==> config.mk <==
export PLATFORM = sky130hd
export DESIGN_NAME = gyro_orientation_integrator_top
export DESIGN_NICKNAME = d
export VERILOG_FILES = /design/src/rtl/core/gyi_pkg.sv /design/src/rtl/core/gyi_cfg.sv /design/src/rtl/core/gyi_mul.sv /design/src/rtl/core/gyroscope_placeholder_unused.sv /design/src/rtl/core/gyro_orientation_integrator_top.sv
export SDC_FILE = /design/constraint.sdc
export NUM_CORES = 1
export LEC_CHECK = 0
export BUFFER_PORTS_ARGS = -buffer_cell sky130_fd_sc_hd__buf_4
export CORE_ASPECT_RATIO = 0.6
export CORE_MARGIN = 3
export CORE_UTILIZATION = 40
export CTS_CLUSTER_SIZE = 25
export DETAILED_ROUTE_END_ITERATION = 8
export GPL_TIMING_DRIVEN = 1
export MAX_ROUTING_LAYER = met4
export PLACE_DENSITY_LB_ADDON = 0.08
export SETUP_SLACK_MARGIN = 0.15
export SLEW_MARGIN = 20
export SYNTH_ARGS = -nofsm -noshare
export SYNTH_HDL_FRONTEND = slang
export SYNTH_SLANG_ARGS = --single-unit
==> constraint.sdc <==
create_clock -name clk -period 9.4 [get_ports clk]
set_input_delay 0.94 -clock clk [delete_from_list [all_inputs] [get_ports clk]]
set_output_delay 0.94 -clock clk [all_outputs]
set_load 0.03 [all_outputs]
==> src/rtl/core/gyi_pkg.sv <==
`default_nettype none
package gyi_pkg;

	// defaults for the top-level parameters
	localparam int ANGLE_BITS_DEF = 16;
	localparam int RATE_BITS_DEF  = 16;

	// fixed-point layout
	localparam int FRAC_BITS = 16;
	localparam int STEP_W    = 15;   // clamped step, signed, |step| <= 16383
	localparam int OUT_W     = 16;
	localparam int COEF_W    = 18;   // gain and decay as signed multiplier operands
	localparam int COUNT_W   = 8;

	// configuration port
	localparam int CFG_IDX_W  = 3;
	localparam int CFG_DATA_W = 17;

	localparam logic [CFG_IDX_W-1:0] REG_RATE_GAIN      = 3'd0;
	localparam logic [CFG_IDX_W-1:0] REG_MAX_STEP       = 3'd1;
	localparam logic [CFG_IDX_W-1:0] REG_DECAY_FACTOR   = 3'd2;
	localparam logic [CFG_IDX_W-1:0] REG_IDLE_FRAMES    = 3'd3;
	localparam logic [CFG_IDX_W-1:0] REG_IDLE_SPIN_STEP = 3'd4;

	localparam logic [15:0] RATE_GAIN_RST      = 16'd19884;
	localparam logic [13:0] MAX_STEP_RST       = 14'd3651;
	localparam logic [16:0] DECAY_FACTOR_RST   = 17'd65173;
	localparam logic [7:0]  IDLE_FRAMES_RST    = 8'd120;
	localparam logic [11:0] IDLE_SPIN_STEP_RST = 12'd61;

	// axis select
	localparam logic [1:0] AX_PITCH = 2'd0;
	localparam logic [1:0] AX_ROLL  = 2'd1;
	localparam logic [1:0] AX_YAW   = 2'd2;

	typedef struct packed {
		logic [15:0] rate_gain;
		logic [13:0] max_step;
		logic [16:0] decay_factor;
		logic [7:0]  idle_frames;
		logic [11:0] idle_spin_step;
	} cfg_t;

endpackage
`default_nettype wire

==> src/rtl/core/gyi_cfg.sv <==
`default_nettype none
module gyi_cfg (
	input  wire logic                            clk,
	input  wire logic                            arst_n,
	input  wire logic                            cfg_we,
	input  wire logic [gyi_pkg::CFG_IDX_W-1:0]   cfg_index,
	input  wire logic [gyi_pkg::CFG_DATA_W-1:0]  cfg_data,
	output gyi_pkg::cfg_t                        cfg
);

	gyi_pkg::cfg_t cfg_q;

	always_ff @(posedge clk or negedge arst_n) begin
		if (!arst_n) begin
			cfg_q.rate_gain      <= gyi_pkg::RATE_GAIN_RST;
			cfg_q.max_step       <= gyi_pkg::MAX_STEP_RST;
			cfg_q.decay_factor   <= gyi_pkg::DECAY_FACTOR_RST;
			cfg_q.idle_frames    <= gyi_pkg::IDLE_FRAMES_RST;
			cfg_q.idle_spin_step <= gyi_pkg::IDLE_SPIN_STEP_RST;
		end else if (cfg_we) begin
			// indexes past the last register are dropped
			case (cfg_index)
				gyi_pkg::REG_RATE_GAIN:      cfg_q.rate_gain      <= cfg_data[15:0];
				gyi_pkg::REG_MAX_STEP:       cfg_q.max_step       <= cfg_data[13:0];
				gyi_pkg::REG_DECAY_FACTOR:   cfg_q.decay_factor   <= cfg_data[16:0];
				gyi_pkg::REG_IDLE_FRAMES:    cfg_q.idle_frames    <= cfg_data[7:0];
				gyi_pkg::REG_IDLE_SPIN_STEP: cfg_q.idle_spin_step <= cfg_data[11:0];
				default: ;
			endcase
		end
	end

	assign cfg = cfg_q;

endmodule
`default_nettype wire

==> src/rtl/core/gyi_mul.sv <==
`default_nettype none
module gyi_mul #(
	parameter int A_W = 17,
	parameter int B_W = 18
) (
	input  wire logic                      clk,
	input  wire logic                      en,
	input  wire logic signed [A_W-1:0]     a,
	input  wire logic signed [B_W-1:0]     b,
	output logic signed [A_W+B_W-1:0]      p
);

	logic signed [A_W+B_W-1:0] p_q;

	always_ff @(posedge clk) begin
		if (en) begin
			p_q <= (A_W+B_W)'(a) * (A_W+B_W)'(b);
		end
	end

	assign p = p_q;

endmodule
`default_nettype wire

==> src/rtl/core/gyroscope_placeholder_unused.sv <==
`default_nettype none
module gyi_out_fmt #(
	parameter int ANGLE_BITS = 16
) (
	input  wire logic signed [ANGLE_BITS-1:0] angle,
	output logic        [15:0]                q
);

	// top 16 bits of the angle, or the angle moved up when it is narrower
	generate
		if (ANGLE_BITS >= 16) begin : g_down
			assign q = angle[ANGLE_BITS-1 -: 16];
		end else begin : g_up
			assign q = {angle, {(16-ANGLE_BITS){1'b0}}};
		end
	endgenerate

endmodule
`default_nettype wire

==> src/rtl/core/gyro_orientation_integrator_top.sv <==
`default_nettype none
// Gyro orientation integrator. Each accepted input transfer is one frame: the
// three rates are scaled by rate_gain, rounded, clamped to +-max_step, added to
// the pitch/roll/yaw binary angles (one turn = 2^ANGLE_BITS) and scaled by
// decay_factor; after more than idle_frames zero frames pitch and roll only
// decay and yaw advances by idle_spin_step. One signed multiplier is shared by
// all six products, so each axis passes in turn through five steps (gain
// multiply, round/clamp, add, decay multiply, write-back) before the results
// are loaded into the output register once it is free. in_ready is high only
// while no frame is in work; a result waiting in the output register does not
// block the next input transfer. Configuration writes take effect at once and
// are meant to be made while no frame is in work.
module gyro_orientation_integrator_top #(
	parameter int ANGLE_BITS = gyi_pkg::ANGLE_BITS_DEF,
	parameter int RATE_BITS  = gyi_pkg::RATE_BITS_DEF
) (
	input  wire logic                              clk,
	input  wire logic                              arst_n,
	input  wire logic                              cfg_we,
	input  wire logic [gyi_pkg::CFG_IDX_W-1:0]     cfg_index,
	input  wire logic [gyi_pkg::CFG_DATA_W-1:0]    cfg_data,
	input  wire logic                              in_valid,
	output logic                                   in_ready,
	input  wire logic signed [RATE_BITS-1:0]       rate_pitch,
	input  wire logic signed [RATE_BITS-1:0]       rate_roll,
	input  wire logic signed [RATE_BITS-1:0]       rate_yaw,
	input  wire logic                              gyro_present,
	output logic                                   out_valid,
	input  wire logic                              out_ready,
	output logic signed [gyi_pkg::OUT_W-1:0]       pitch_out,
	output logic signed [gyi_pkg::OUT_W-1:0]       roll_out,
	output logic signed [gyi_pkg::OUT_W-1:0]       yaw_out,
	output logic                                   idle_active
);

	localparam int STEP_W  = gyi_pkg::STEP_W;
	localparam int SUM_W   = ((ANGLE_BITS > STEP_W) ? ANGLE_BITS : STEP_W) + 1;
	localparam int MUL_A_W = (RATE_BITS > SUM_W) ? RATE_BITS : SUM_W;
	localparam int MUL_B_W = gyi_pkg::COEF_W;
	localparam int PROD_W  = MUL_A_W + MUL_B_W;
	localparam int FRAC    = gyi_pkg::FRAC_BITS;

	localparam logic [2:0] S_IDLE = 3'd0;
	localparam logic [2:0] S_MUL1 = 3'd1;
	localparam logic [2:0] S_RND  = 3'd2;
	localparam logic [2:0] S_SUM  = 3'd3;
	localparam logic [2:0] S_MUL2 = 3'd4;
	localparam logic [2:0] S_WB   = 3'd5;
	localparam logic [2:0] S_HOLD = 3'd6;

	gyi_pkg::cfg_t cfg;

	gyi_cfg u_cfg (
		.clk       (clk),
		.arst_n    (arst_n),
		.cfg_we    (cfg_we),
		.cfg_index (cfg_index),
		.cfg_data  (cfg_data),
		.cfg       (cfg)
	);

	logic [2:0]                         state_q;
	logic [1:0]                         axis_q;
	logic [gyi_pkg::COUNT_W-1:0]        zcount_q;
	logic                               idle_q;
	logic signed [RATE_BITS-1:0]        rate_q [3];
	logic signed [ANGLE_BITS-1:0]       angle_q [3];
	logic signed [STEP_W-1:0]           step_q;
	logic signed [SUM_W-1:0]            sum_q;
	logic                               out_valid_q;
	logic [15:0]                        pitch_q, roll_q, yaw_q;
	logic                               idle_out_q;

	// shared multiplier
	logic                               mul_en;
	logic signed [MUL_A_W-1:0]          mul_a;
	logic signed [MUL_B_W-1:0]          mul_b;
	logic signed [PROD_W-1:0]           prod;

	always_comb begin
		mul_en = (state_q == S_MUL1) || (state_q == S_MUL2);
		if (state_q == S_MUL2) begin
			mul_a = MUL_A_W'(sum_q);
			mul_b = MUL_B_W'({1'b0, cfg.decay_factor});
		end else begin
			mul_a = MUL_A_W'(rate_q[axis_q]);
			mul_b = MUL_B_W'({2'b00, cfg.rate_gain});
		end
	end

	gyi_mul #(
		.A_W (MUL_A_W),
		.B_W (MUL_B_W)
	) u_mul (
		.clk (clk),
		.en  (mul_en),
		.a   (mul_a),
		.b   (mul_b),
		.p   (prod)
	);

	// round half away from zero: negative products take a bias one short
	logic signed [PROD_W-1:0] rnd_bias, rnd_sum, rnd, lim, neg_lim, clamped;
	// truncate toward zero: negative products take a bias of 2^FRAC - 1
	logic signed [PROD_W-1:0] trn_bias, trn_sum, trn;

	always_comb begin
		rnd_bias = prod[PROD_W-1] ? PROD_W'((1 << (FRAC-1)) - 1) : PROD_W'(1 << (FRAC-1));
		rnd_sum  = prod + rnd_bias;
		rnd      = rnd_sum >>> FRAC;
		lim      = PROD_W'(cfg.max_step);
		neg_lim  = -lim;
		if (rnd > lim) begin
			clamped = lim;
		end else if (rnd < neg_lim) begin
			clamped = neg_lim;
		end else begin
			clamped = rnd;
		end
		trn_bias = prod[PROD_W-1] ? PROD_W'((1 << FRAC) - 1) : '0;
		trn_sum  = prod + trn_bias;
		trn      = trn_sum >>> FRAC;
	end

	// zero-frame count update at the input transfer
	logic                        in_xfer;
	logic                        zero_frame;
	logic [gyi_pkg::COUNT_W-1:0] zcount_next;

	always_comb begin
		in_xfer    = in_valid && in_ready;
		zero_frame = !gyro_present || (rate_pitch == '0 && rate_roll == '0 && rate_yaw == '0);
		if (!zero_frame) begin
			zcount_next = '0;
		end else if (&zcount_q) begin
			zcount_next = zcount_q;
		end else begin
			zcount_next = zcount_q + 1'b1;
		end
	end

	logic out_free;
	assign out_free = !out_valid_q || out_ready;

	always_ff @(posedge clk or negedge arst_n) begin
		if (!arst_n) begin
			state_q     <= S_IDLE;
			axis_q      <= gyi_pkg::AX_PITCH;
			zcount_q    <= '0;
			idle_q      <= 1'b0;
			out_valid_q <= 1'b0;
			angle_q[0]  <= '0;
			angle_q[1]  <= '0;
			angle_q[2]  <= '0;
		end else begin
			if (state_q == S_HOLD && out_free) begin
				out_valid_q <= 1'b1;
			end else if (out_ready) begin
				out_valid_q <= 1'b0;
			end
			unique case (state_q)
				S_IDLE: begin
					if (in_xfer) begin
						zcount_q <= zcount_next;
						idle_q   <= zcount_next > cfg.idle_frames;
						axis_q   <= gyi_pkg::AX_PITCH;
						state_q  <= S_MUL1;
					end
				end
				S_MUL1: state_q <= S_RND;
				S_RND:  state_q <= S_SUM;
				S_SUM:  state_q <= S_MUL2;
				S_MUL2: state_q <= S_WB;
				S_WB: begin
					if (idle_q && axis_q == gyi_pkg::AX_YAW) begin
						angle_q[axis_q] <= angle_q[axis_q] + ANGLE_BITS'(cfg.idle_spin_step);
					end else begin
						angle_q[axis_q] <= trn[ANGLE_BITS-1:0];
					end
					if (axis_q == gyi_pkg::AX_YAW) begin
						state_q <= S_HOLD;
					end else begin
						axis_q  <= axis_q + 1'b1;
						state_q <= S_MUL1;
					end
				end
				S_HOLD: begin
					if (out_free) begin
						state_q <= S_IDLE;
					end
				end
				default: state_q <= S_IDLE;
			endcase
		end
	end

	// datapath registers
	logic [15:0] pitch_fmt, roll_fmt, yaw_fmt;

	always_ff @(posedge clk) begin
		if (in_xfer) begin
			rate_q[0] <= rate_pitch;
			rate_q[1] <= rate_roll;
			rate_q[2] <= rate_yaw;
		end
		if (state_q == S_RND) begin
			step_q <= idle_q ? '0 : STEP_W'(clamped);
		end
		if (state_q == S_SUM) begin
			sum_q <= SUM_W'(angle_q[axis_q]) + SUM_W'(step_q);
		end
		if (state_q == S_HOLD && out_free) begin
			pitch_q    <= pitch_fmt;
			roll_q     <= roll_fmt;
			yaw_q      <= yaw_fmt;
			idle_out_q <= idle_q;
		end
	end

	gyi_out_fmt #(.ANGLE_BITS(ANGLE_BITS)) u_fmt_pitch (.angle(angle_q[0]), .q(pitch_fmt));
	gyi_out_fmt #(.ANGLE_BITS(ANGLE_BITS)) u_fmt_roll  (.angle(angle_q[1]), .q(roll_fmt));
	gyi_out_fmt #(.ANGLE_BITS(ANGLE_BITS)) u_fmt_yaw   (.angle(angle_q[2]), .q(yaw_fmt));

	assign in_ready    = (state_q == S_IDLE);
	assign out_valid   = out_valid_q;
	assign pitch_out   = pitch_q;
	assign roll_out    = roll_q;
	assign yaw_out     = yaw_q;
	assign idle_active = idle_out_q;

endmodule
`default_nettype wire
==> results of run 1 <==
## metal layers
metal  share of wire  global-route usage  vias up
met4           0.013              0.0332        0
li1                -                   -     8803
met3            0.11              0.0725       63
met5               0                   -        -
met1            0.53               0.450     9523
met2            0.35               0.315      752
## cell type report
class                      instances  area (sq um)  share of cell area
antenna                            3          7.51            0.000266
clock buffer                      36           815              0.0288
multi-input combinational       1855         15400               0.546
timing repair buffer             170          1280              0.0453
inverter                         326          1220              0.0434
tap                              828          1040              0.0367
sequential                       294          8220               0.291
clock inverter                    22           236             0.00837
## worst max-delay path, delay by kind of cell, from the launching register on
family / cells / cell delay, ns
fa+ha+maj: 7 / 3.53
mux: 1 / 0.52
simple gates: 4 / 1.24
xor+xnor: 1 / 0.09
buf+inv: 5 / 0.53
compound gates: 8 / 2.07
flops: 1 / 0.53
## flip-flops by register name, summed over array words and instances (netlist names), 16 cells and up
name,count
pitch_out,16
rate_q,48
u_cfg.cfg,67
angle_q,48
roll_out,16
u_mul.p,35
yaw_out,16
sum_q,17
## cell families after synthesis
| group | synth area share |
|---|---|
| AND/OR/NAND/NOR | 0.144 |
| buffers and inverters | 0.0618 |
| XOR/XNOR | 0.0348 |
| multiplexers | 0.0480 |
| AO/OA/AOI/OAI | 0.0896 |
| adder cells (fa/ha/maj) | 0.294 |
| flip-flops | 0.327 |
## metrics by stage
stage / hold WS, ns / utilization / std cells
CTS: 0.350 / 0.458 / 3531
global placement: 0.457 / 0.441 / 3473
detailed placement: 0.455 / 0.441 / 3473
finish: 0.335 / 0.459 / 3534
global route: 0.369 / 0.459 / 3532
floorplan: 0.446 / - / 2562
## cell usage in the layout (no fill, tap or decap), types with 10 or more instances in the layout
cell and instances:
clkbuf_16 31, o31ai_1 11, nor3_1 37, a21o_1 33
nor2_1 229, nor2b_1 18, nand2b_1 13, mux2i_1 51
inv_1 323, buf_4 169, nand3_1 38, and3_1 28
edfxtp_1 164, o211ai_1 17, a21oi_1 94, nor4_1 27
and2_1 22, dfstp_2 34, xnor2_1 73, or3_1 17
clkinv_2 10, o21ai_0 123, nand2_1 344, or2_2 10
ha_1 230, mux2_2 61, xor2_1 27, dfrtp_1 95
nand4_1 17, fa_1 226, o21a_1 14
## worst min-delay path by stage
stage                 from      endpoint  cells after the start
2_1_floorplan  angle_q[32]  pitch_out[0]                      0
3_3_place_gp   angle_q[23]   roll_out[7]                      0
3_5_place_dp   angle_q[35]  pitch_out[3]                      0
4_1_cts             arst_n   zcount_q[0]                      1
5_1_grt             arst_n   zcount_q[0]                      1
6_report            arst_n   zcount_q[0]                      1
==> impl_metrics.csv, run 1 <==
group,metric,value,unit
floorplanning,dieArea,66000,sq um
synthesis,synth_edf_count,164,
synthesis,ys_ff_latch,294,
synthesis,seq_area_frac_synth,0.327,
synthesis,yosysTopAreaCell,"edfxtp_1",
setup_path,rr_worst_depth,26,
layout,fillers,5849,
setup_path,crit_slowest_cell,"nor2b_4",
route,wl_per_cell,24.1,um
sta,drv_slew,0,
synthesis,synth_nets,3092,
placed_design,hpwl,69200,um
hold_path,hold_path_class,"in -> async",
clock_network,cts_tree,"built",
sta,finalCritPeriodShare,0.934,
setup_path,max_stage_delay,0.62,ns
floorplanning,ioPinCount,125,
sta,fin_ws,0.625,ns
sta,setup_viol,0,
placed_design,placed_cell_area,27200,sq um
synthesis,yosys_warnings,0,
clock_network,cts_setup_buffers,0,
status,status,"completed",
placed_design,globalplace.congestion,1.01,
sta,fmax,114,MHz
synthesis,ys_types,68,
global_routing,grt_usage,0.269,
route,drtIter0Drc,1956,
synthesis,yosysTopAreaCellShare,0.196,
synthesis,synth.area.top_cells,"edfxtp_1 20%, fa_1 18%, ha_1 11%",
clock_network,cts_root_buf,"clkbuf_16",
clock_network,hold_buffers,0,
route,routed_via_density,5.42,
clock_network,cts_resized,0,
sta,period_minus_slack,8.78,ns
setup_path,reg2reg_from,"state_q[2]",
placed_design,pre_cts_slack,0.618,ns
global_routing,antenna_found_initial,3,
layout,nNetsFinal,3208,
sta,skew,0.0155,ns
sta,worst_pin_slew,1.08,ns
synthesis,synth.avg_cell_area,9.81,sq um
route,wirelength,85000,um
synthesis,synth_most_common_cell,"nand2_1",
clock_network,cts_sinks,294,
setup_path,worstPathMaxFanout,30,
floorplanning,start_util,0.408,
setup_path,crit_top_cell,"fa_1",
layout,drive_above_1_share,0.129,
route,vias,19100,
floorplanning,fp.coreArea,61600,sq um
setup_path,critPathLaunch,"state_q[2]",
route,drc_errors,0,
sta,fin_tns_setup,0,ns
sta,finalHoldViolCount,0,
global_routing,grt_max_degree,75,
sta,rsz0062_at_grt,"false",
setup_path,worstReg2RegEnd,"u_mul.p[33]",
layout,syn2layout_area_growth,12.3,%
setup_path,cp.required,9.77,ns
setup_path,cp-start-kind,"register",
synthesis,synthFlopType,"edfxtp_1",
setup_path,end_kind,"register",
global_routing,grt_pass1_vias,19000,
synthesis,async_reset_ff_frac,0.442,
synthesis,syn_area,25100,sq um
setup_path,ff2ff_setup_slack,0.62,ns
layout,fin_area,28200,sq um
job,drv_cap,0,
route,first_pass_iters,7,
clock_network,cts.path.max_buffers,3,
clock_network,clock_latency,0.62,ns
global_routing,grt_pass1_wl,128000,um
clock_network,cts_buffers,31,
floorplanning,die_w,330,um
clock_network,clk_pin_slew_worst_paths,0.07,ns
setup_path,cp.arrival,9.14,ns
synthesis,synth_cells,2562,
clock_network,htree_levels,1,
setup_path,crit_end,"u_mul.p[33]",
floorplanning,die_h,200,um
synthesis,synth_commonest_cells,"346 x nand2_1, 324 x inv_1, 231 x nor2_1",
setup_path,criticalPathCategory,"reg -> reg",
sta,slew_headroom,0.281,
global_routing,overflow,0,
floorplanning,num_rows,70,
placed_design,portBuffers,124,
route,drtAntennaViolNets,0,
Power of run 1 is left out: the tool's default activity adds up to more than one toggle a clock period on the data nets, which glitch-free logic cannot reach.
==> inputs of run 2 (changes only) <==
Settings changed: CTS_BUF_LIST set to sky130_fd_sc_hd__clkbuf_8.
==> run 2 against run 1 <==
Register-to-register slack got worse by 0.04 ns. Global-route usage grew 0.31 points. Via count grew 1.7%. Non-clock buffer count unchanged. Flip-flop and latch count did not move. Clock-buffer cell count up 21.
==> impl_metrics.csv, run 2 (same netlist as run 1, synthesis figures left out) <==
group,metric,value,unit
status,status,"completed",
route,wl_per_cell,24.1,um
layout,stdcell_count,3568,
route,drtAntennaViolNets,0,
sta,period_minus_slack,8.82,ns
floorplanning,die_w,330,um
clock_network,clk_pin_slew_worst_paths,0.07,ns
clock_network,cts_setup_buffers,0,
clock_network,cts_resized,0,
global_routing,grt_pass1_vias,19300,
layout,mostFrequentLayoutCells,"346 x inv_1, 344 x nand2_1, 230 x ha_1",
hold_path,hold_path_class,"in -> async",
setup_path,worstPathMaxFanout,30,
sta,rsz0062_at_grt,"false",
route,vias,19500,
setup_path,criticalPathCategory,"reg -> reg",
placed_design,placedCellCount,3473,
placed_design,placed_cell_area,27200,sq um
job,drv_cap,0,
setup_path,cp.required,9.80,ns
route,first_pass_iters,8,
clock_network,hold_buffers,0,
setup_path,cp-start-kind,"register",
clock_network,cts_sinks,294,
sta,skew,0.0501,ns
floorplanning,die_h,200,um
floorplanning,ioPinCount,125,
route,routed_via_density,5.45,
layout,syn2layout_area_growth,12.3,%
layout,drive_above_1_share,0.134,
route,drc_errors,0,
clock_network,cts.path.max_buffers,3,
floorplanning,fp.coreArea,61600,sq um
global_routing,grt_pass1_wl,129000,um
floorplanning,num_rows,70,
sta,finalHoldViolCount,0,
sta,slew_headroom,0.273,
placed_design,globalplace.congestion,1.01,
clock_network,cts_buffers,50,
setup_path,cp.arrival,9.22,ns
layout,fin_area,28200,sq um
clock_network,clock_latency,0.68,ns
clock_network,cts_tree,"built",
sta,worst_pin_slew,1.09,ns
global_routing,overflow,0,
global_routing,grt_usage,0.272,
placed_design,hpwl,69200,um
clock_network,htree_levels,2,
floorplanning,dieArea,66000,sq um
sta,fmax,113,MHz
clock_network,cts_root_buf,"clkbuf_8",
route,wirelength,85800,um
sta,fin_tns_setup,0,ns
sta,finalCritPeriodShare,0.938,
placed_design,portBuffers,124,
layout,nNetsFinal,3227,
sta,fin_hold_ws,0.289,ns
sta,setup_viol,0,
global_routing,antenna_found_initial,6,
layout,largest_register_ffs,67,
setup_path,end_kind,"register",
floorplanning,start_util,0.408,
layout,fillers,5878,
route,drtIter0Drc,2033,
layout,final_common_cell,"inv_1",
global_routing,grt_max_degree,75,
sta,drv_slew,0,
[run 2: cell types whose count changed in the layout (fill, tap and decap cells not counted), moves of 3 or more]
cell	change
clkbuf_16	-31
inv_1	+23
clkinv_2	-4
clkinv_1	-3
clkbuf_1	-3
clkbuf_8	+55
[run 2: path summary, 6_finish.rpt]
check / startpoint / endpoint / slack, ns / cells after the start
min: arst_n / zcount_q[0] / 0.29 / 1
min reg2reg: angle_q[37] / pitch_out[5] / 0.47 / 0
max: state_q[2] / u_mul.p[33] / 0.58 / 26
min in group clk: angle_q[37] / pitch_out[5] / 0.47 / 0
max reg2reg: state_q[2] / u_mul.p[33] / 0.58 / 26
max in group asynchronous: arst_n / u_cfg.cfg[49] / 7.75 / 2
[run 2: layout make-up]
class / count / area [sq um] / area share
clock buffers: 57 / 785 / 0.0278
clock inverters: 37 / 253 / 0.00895
multi-input cells: 1855 / 15400 / 0.546
inverters: 326 / 1220 / 0.0434
repair buffers: 170 / 1280 / 0.0453
flip-flops and latches: 294 / 8220 / 0.291
diodes: 1 / 2.50 / 0.0000887
well taps: 828 / 1040 / 0.0367
[run 2: metal layers]
| layer | GRT usage | part of all wire | wire [um] |
|---|---|---|---|
| met1 | 0.453 | 0.53 | 45200 |
| met2 | 0.316 | 0.35 | 30100 |
| met3 | 0.0740 | 0.11 | 9270 |
| met4 | 0.0444 | 0.015 | 1280 |
| met5 | - | 0 | 0 |
[run 2: per-stage QoR]
step | worst slack [ns] | utilization
after floorplan | 1.24 | -
after global routing | 0.156 | 0.458
after detailed placement | 0.618 | 0.441
after CTS | 0.550 | 0.458
final | 0.580 | 0.458
after global placement | 0.782 | 0.441
[run 2: critical path: stages (launching register included)]
cell	delay, ns
dfrtp_1	0.53
nor2b_1	0.28
nor2b_4	0.62
buf_4	0.34
mux2i_1	0.53
nor2_1	0.13
fa_1	0.50
inv_1	0.05
fa_1	0.50
fa_1	0.52
inv_1	0.05
fa_1	0.52
fa_1	0.58
inv_1	0.06
fa_1	0.54
inv_1	0.04
ha_1	0.36
a21o_1	0.22
and2_1	0.21
a21o_1	0.19
a311oi_4	0.36
o21ai_2	0.17
a2111o_1	0.47
a21oi_2	0.23
o31ai_2	0.13
a311oi_2	0.31
xnor2_1	0.09
Power of run 2 is left out for the same reason.
